===== src/rtl/rroh_div.sv =====
module rroh_div #(
  parameter int unsigned NUM_W = 36,
  parameter int unsigned DEN_W = 20
) (
  input  logic             clk,
  input  logic             rst_n,
  input  logic             start,
  input  logic [NUM_W-1:0] num,
  input  logic [DEN_W-1:0] den,
  output logic             done,
  output logic [NUM_W-1:0] quo
);

  localparam int unsigned STEP_W = $clog2(NUM_W + 1);

  logic              busy_r, busy_nxt;
  logic              done_r, done_nxt;
  logic [STEP_W-1:0] step_r, step_nxt;
  logic [NUM_W-1:0]  quo_r, quo_nxt;
  logic [DEN_W-1:0]  rem_r, rem_nxt;
  logic [DEN_W-1:0]  den_r, den_nxt;
  logic [DEN_W:0]    rem_sh;
  logic              ge;

  // Restoring division, one quotient bit per cycle
  always_comb begin
    rem_sh   = {rem_r, quo_r[NUM_W-1]};
    ge       = rem_sh >= {1'b0, den_r};
    busy_nxt = busy_r;
    done_nxt = 1'b0;
    step_nxt = step_r;
    quo_nxt  = quo_r;
    rem_nxt  = rem_r;
    den_nxt  = den_r;
    if (start) begin
      busy_nxt = 1'b1;
      step_nxt = STEP_W'(NUM_W);
      quo_nxt  = num;
      rem_nxt  = '0;
      den_nxt  = den;
    end else if (busy_r) begin
      quo_nxt  = {quo_r[NUM_W-2:0], ge};
      rem_nxt  = ge ? DEN_W'(rem_sh - {1'b0, den_r}) : rem_sh[DEN_W-1:0];
      step_nxt = step_r - STEP_W'(1);
      if (step_r == STEP_W'(1)) begin
        busy_nxt = 1'b0;
        done_nxt = 1'b1;
      end
    end
  end

  always_ff @(posedge clk) begin
    if (!rst_n) begin
      busy_r <= 1'b0;
      done_r <= 1'b0;
      step_r <= '0;
    end else begin
      busy_r <= busy_nxt;
      done_r <= done_nxt;
      step_r <= step_nxt;
    end
  end

  always_ff @(posedge clk) begin
    quo_r <= quo_nxt;
    rem_r <= rem_nxt;
    den_r <= den_nxt;
  end

  assign done = done_r;
  assign quo  = quo_r;

endmodule


===== config.mk =====
export PLATFORM = sky130hd
export DESIGN_NAME = rroh_div
export DESIGN_NICKNAME = d
export VERILOG_FILES = /design/src/rtl/rroh_div.sv
export SDC_FILE = /design/constraint.sdc
export NUM_CORES = 1
export LEC_CHECK = 0
export ABC_AREA = 0
export BUFFER_PORTS_ARGS = -buffer_cell sky130_fd_sc_hd__buf_2
export CORE_MARGIN = 1.5
export CORE_UTILIZATION = 45
export DETAILED_ROUTE_END_ITERATION = 8
export GPL_ROUTABILITY_DRIVEN = 0
export PLACE_DENSITY = 0.67
export SYNTH_ARGS = -nofsm -noshare
export SYNTH_HDL_FRONTEND = slang
export SYNTH_SLANG_ARGS = --single-unit

===== constraint.sdc =====
create_clock -name clk -period 2.92 [get_ports clk]
set_input_delay 0.438 -clock clk [delete_from_list [all_inputs] [get_ports clk]]
set_output_delay 0.438 -clock clk [all_outputs]
set_load 0.01 [all_outputs]

# After elaboration in Yosys (flattened, before gate mapping)

Cells that the tools add are included.

Bits in registers: 84
Bits of input ports: 59
Output and inout bits: 37

$add $sub $neg: 2
Magnitude comparators: 1
Equality and inequality tests: 1
Mux-type cells: 9
Bitwise logic cells: 2
Reduce and logical (&&, ||, !) cells: 3

Operators with widths:

| kind                | number |
|---|---|
| $mux 36             | 2 |
| $ge 21x20->1        | 1 |
| $mux 20             | 1 |
| $sub 20x20->20      | 1 |
| $mux 6              | 2 |
| $eq 6x1->1 const B  | 1 |
| $sub 6x1->6 const B | 1 |
| $mux 1              | 4 |
| $reduce_or 3->1     | 1 |
| $not 1->1           | 2 |
| $reduce_bool 2->1   | 1 |
| $reduce_or 2->1     | 1 |

# Logic depth before layout (Yosys ltp)

Depth after elaboration: 4
Mapped depth: 11
Gate-level depth less buffers: 10

# Least setup slack after synthesis

OpenSTA, ideal clock, no wires.

Kind: register -> register
Start point: register quo_r[35], in the netlist quo[35]
End point: register rem_r[10]
Library setup time: 0.134 ns
Arrival time: 2.196 ns
Slack: 0.591 ns
Stages on the path, launching flop included: 11
Path buffers: 1
Path through: edfxtp_1 -> inv_1 -> ha_1 -> and2b_1 -> o2111ai_2 -> a2111oi_4 -> o21ai_2 -> a21o_1 -> buf_4 -> nor4_1 -> nor4_1

Word-level cells in the longest chain between the ends: 2
Elaborated cells on any way between the ends: 3
Those cells by class: 1 x add/sub; 1 x order compare; 1 x mux

RTL lines:

| element                                        | RTL line | text |
|---|---|---|
| from (decl)                                    | 19       | `logic [NUM_W-1:0] quo_r, quo_nxt;` |
| from (signal assigned)                         | 65       | `quo_r <= quo_nxt;` |
| $sub 20x20->20 or $ge 21x20->1 (tied branches) | 43, 28   |  |
| $mux 20 *                                      | 43       | `rem_nxt = ge ? DEN_W'(rem_sh - {1'b0, den_r}) : rem_sh[DEN_W-1:0];` |
| to (signal assigned)                           | 66       | `rem_r <= rem_nxt;` |
| to (decl)                                      | 20       | `logic [DEN_W-1:0] rem_r, rem_nxt;` |

Every way passes the cells marked *; elsewhere a longest branch is shown, timed or not.
A chain may end at the register's enable or synchronous reset.

# Final worst setup path

Start point: register den_r[10]
End point: register rem_r[10]

Word-level cells in the longest chain between the ends: 2
Elaborated cells on any way between the ends: 3
Those cells by class: 1 x add/sub; 1 x order compare; 1 x mux

RTL lines:

| element                                        | RTL line | text |
|---|---|---|
| from (decl)                                    | 21       | `logic [DEN_W-1:0] den_r, den_nxt;` |
| from (signal assigned)                         | 67       | `den_r <= den_nxt;` |
| $sub 20x20->20 or $ge 21x20->1 (tied branches) | 43, 28   |  |
| $mux 20 *                                      | 43       |  |

Marked as above.

==> summary.txt <==
Routing
  • Via Count: roughly 3500
  • Routed WL per cell: ~16 um
  • Routed wire length: between 10000 and 15000 um
  • Antenna-violating nets left: 0
  • DR pass1 iterations: 4
  • Drt drc: 0
  • DR vias/cell: between 5 and 6
  • Drt first-iter violations: approximately 160

Synthesis
  • Main synth FF type: edfxtp_1
  • #FFs+latches synth: 84
  • Post-synth cell types: 59
  • Synth warn: 0
  • Largest cells by area after synthesis: edfxtp_1, dfxtp_1, mux2_2
  • Leading area contributor after synthesis: edfxtp_1
  • Async SR Flop Fraction: 0%
  • Sequential fraction of the synthesis area: roughly half
  • Synth Instances: ~410
  • Number of synthesized flops with an enable pin: between 50 and 60
  • Syn nets: between 400 and 500
  • Average size of a mapped cell: about 11 um2
  • Share of the synthesized area in the top cell type: 37.0%
  • Synthesized area: 4550 um2

Critical path
  • Critical Path Max Stage Delay: around 0.44 ns
  • CP max stage cell: ha_1
  • Crit start category: flip-flop
  • Worst path cell trace: inv_1 > ha_1 > nand2_1 > or3_1 > o21ai_2 > o21ai_2 > a21o_1 > buf_4 > nor4_1 > nor4_1
  • Critical path endpoint category: flip-flop
  • Largest delay share family, worst path: simple AND/OR/NAND/NOR gates
  • Critical path arrival: between 2 and 3 ns
  • Worst Path Max Fanout: 9
  • Critical path class: reg2reg
  • WP data required: ~3.2 ns
  • Buf+Inv Stages, Crit Path: 2

Run
  • Max-cap viol count: 0

Die
  • Row cnt: 36
  • I/O pin cnt: between 90 and 100
  • Die H: 104 um
  • Die ar.: approximately 11000 um2
  • Core area: approximately 10000 um2
  • Die W: about 100 um
  • Initial cell density of the core: a little under half

Worst hold path
  • Min-delay worst type: in2reg

Place
  • Placed wire-length estimate: approximately 7500 um
  • Buffers on Ports: 95
  • Placed insts: about 630

Clock tree
  • CTS H-tree depth: 3
  • Worst-case clock buffer depth: 2
  • Root Buffer: clkbuf_8
  • CTS tree: yes
  • Post-cts resize count: 0
  • Hold-fix buffers, CTS: 0
  • Clock Sinks: 84
  • Reg clk slew, reported paths: roughly 0.09 ns
  • Setup Buffers After CTS: 0
  • Cts bufs inserted: 9
  • Clk_lat worst skew: around 0.37 ns

STA
  • Final min period: 2.49 ns
  • Slew headroom: just under 60%
  • Hold_ws: 0.232 ns
  • RSZ-0062 raised after global routing: false
  • Final setup violation count: 0
  • Max Fclk: roughly 400 MHz
  • Final period utilization: 85.2%
  • Worst Tran Pin Value: about 0.63 ns
  • Slew Limit Fails: 0
  • Max Clock Skew: between 0.01 and 0.015 ns
  • Fin Setup TNS: 0 ns
  • Final hold vios: 0

Finish
  • Area of the multi-input gates: 2090 um2
  • Layout Cells excl Fill: approximately 640
  • Nets: between 500 and 600
  • Reg area: approximately 2200 um2
  • Most common cell after layout, fill and taps aside: buf_2
  • Synth-to-Final Area Change: 18.5%
  • Diodes inserted: 0
  • Fillers: about 850
  • Share of layout cells above drive strength 1: between 30% and 40%
  • Most frequent cells in the layout: buf_2, edfxtp_1, mux2_2

Global routing
  • Remaining Overflow, GRT: 0
  • Overall global routing resource usage: roughly 20%
  • Vias in the first global route: approximately 3600
  • Initial antenna violation count: 0
  • First-pass GRT wire length: about 17000 um
  • Largest net degree at the start of global routing: 46

Power
  • Sequential power share: roughly half
  • Switch Pwr: roughly 760 uW
  • Pwr dens: about 530 nW/um2
  • Internal: approximately 2100 uW
  • Leak Pwr: approximately 0.0022 uW
  • Total chip power: around 2900 uW
  • Clock share of power: between 30 and 40%
  • Switching Fraction: around a quarter
  • Peak supply drop: ~0.00031 V
  • Combinational share of power: 17.0%

Run status
  • Status: finished clean
## synth_stat cells (5+ instances only)
library cell	count
ha_1	22
edfxtp_1	56
mux2i_1	7
o21a_1	7
buf_2	6
inv_1	28
a21oi_1	16
o21ai_0	18
nand3_1	9
nor2_1	24
a211oi_1	5
nor3_1	10
nand2_1	35
a32oi_1	6
mux2_2	36
xnor2_1	17
dfxtp_1	28
clkbuf_1	10
## worst paths after layout
| path | startpoint | endpoint | slack [ns] | cells past startpoint |
|---|---|---|---|---|
| max | den_r[10] | rem_r[10] | 0.43 | 10 |
| min | den[3] | den_r[3] | 0.23 | 1 |
| max reg2reg | den_r[10] | rem_r[10] | 0.43 | 10 |
| min reg2reg | rem_r[18] | rem_r[18] | 0.50 | 2 |
## power groups by stage
| stage | logic (uW) | clock network (uW) | registers, uW |
|---|---|---|---|
| 4_1_cts | 486 | 965 | 1420 |
| 5_1_grt | 534 | 1010 | 1430 |
| 3_5_place_dp | 486 | 0 | 1450 |
| 3_3_place_gp | 478 | 0 | 1440 |
| 6_report | 486 | 946 | 1420 |
| 2_1_floorplan | 295 | 0 | 1470 |
## through the flow
stage | cell area (um2) | util, % | setup slack (ns)
after floorplan | 4550 | - | 0.591
after global placement | 5160 | 52.8 | 0.468
after detailed placement | 5160 | 52.8 | 0.467
after CTS | 5390 | 55.2 | 0.453
after global routing | 5390 | 55.2 | 0.196
final | 5390 | 55.2 | 0.433
## sequential cells by signal, indices dropped and copies added, names as in the netlist
signal / count
quo: 36
den_r: 20
rem_r: 20
step_r: 6
busy_r: 1
done: 1
## worst reg2reg max path, stage by stage, from the launching register on
cell	delay, ns
edfxtp_1	0.33
inv_1	0.04
ha_1	0.44
nand2_1	0.19
or3_1	0.42
o21ai_2	0.12
o21ai_2	0.12
a21o_1	0.18
buf_4	0.17
nor4_1	0.29
nor4_1	0.09
## cell type report
cell class | instances | share of cell area, %
inverters | 28 | 1.95
repair buffers | 104 | 10.3
clock buffers | 12 | 3.27
flip-flops and latches | 84 | 41.6
clock inverters | 4 | 0.975
well taps | 133 | 3.09
multi-input cells | 278 | 38.8
## kinds of logic (layout without fill, tap and decap cells)
group | after synthesis | in the layout | share of synthesized area [%]
xor gates and xnor gates | 19 | 19 | 3.66
adders and majority gates | 23 | 23 | 6.49
muxes | 43 | 43 | 10.4
DFF | 84 | 84 | 49.3
and+or+nand+nor | 106 | 106 | 11.6
buffers and inverters | 51 | 148 | 4.73
AOI/OAI and AO/OA | 87 | 87 | 13.8
## per-layer routing
metal	part of all wire, %	up-vias	track usage [%]
met5	0	-	0
met4	2.1	0	8.73
met3	8.0	16	6.29
met2	44	130	31.6
met1	46	1636	25.7
li1	-	1711	-
(Power assumes the default switching activity.)
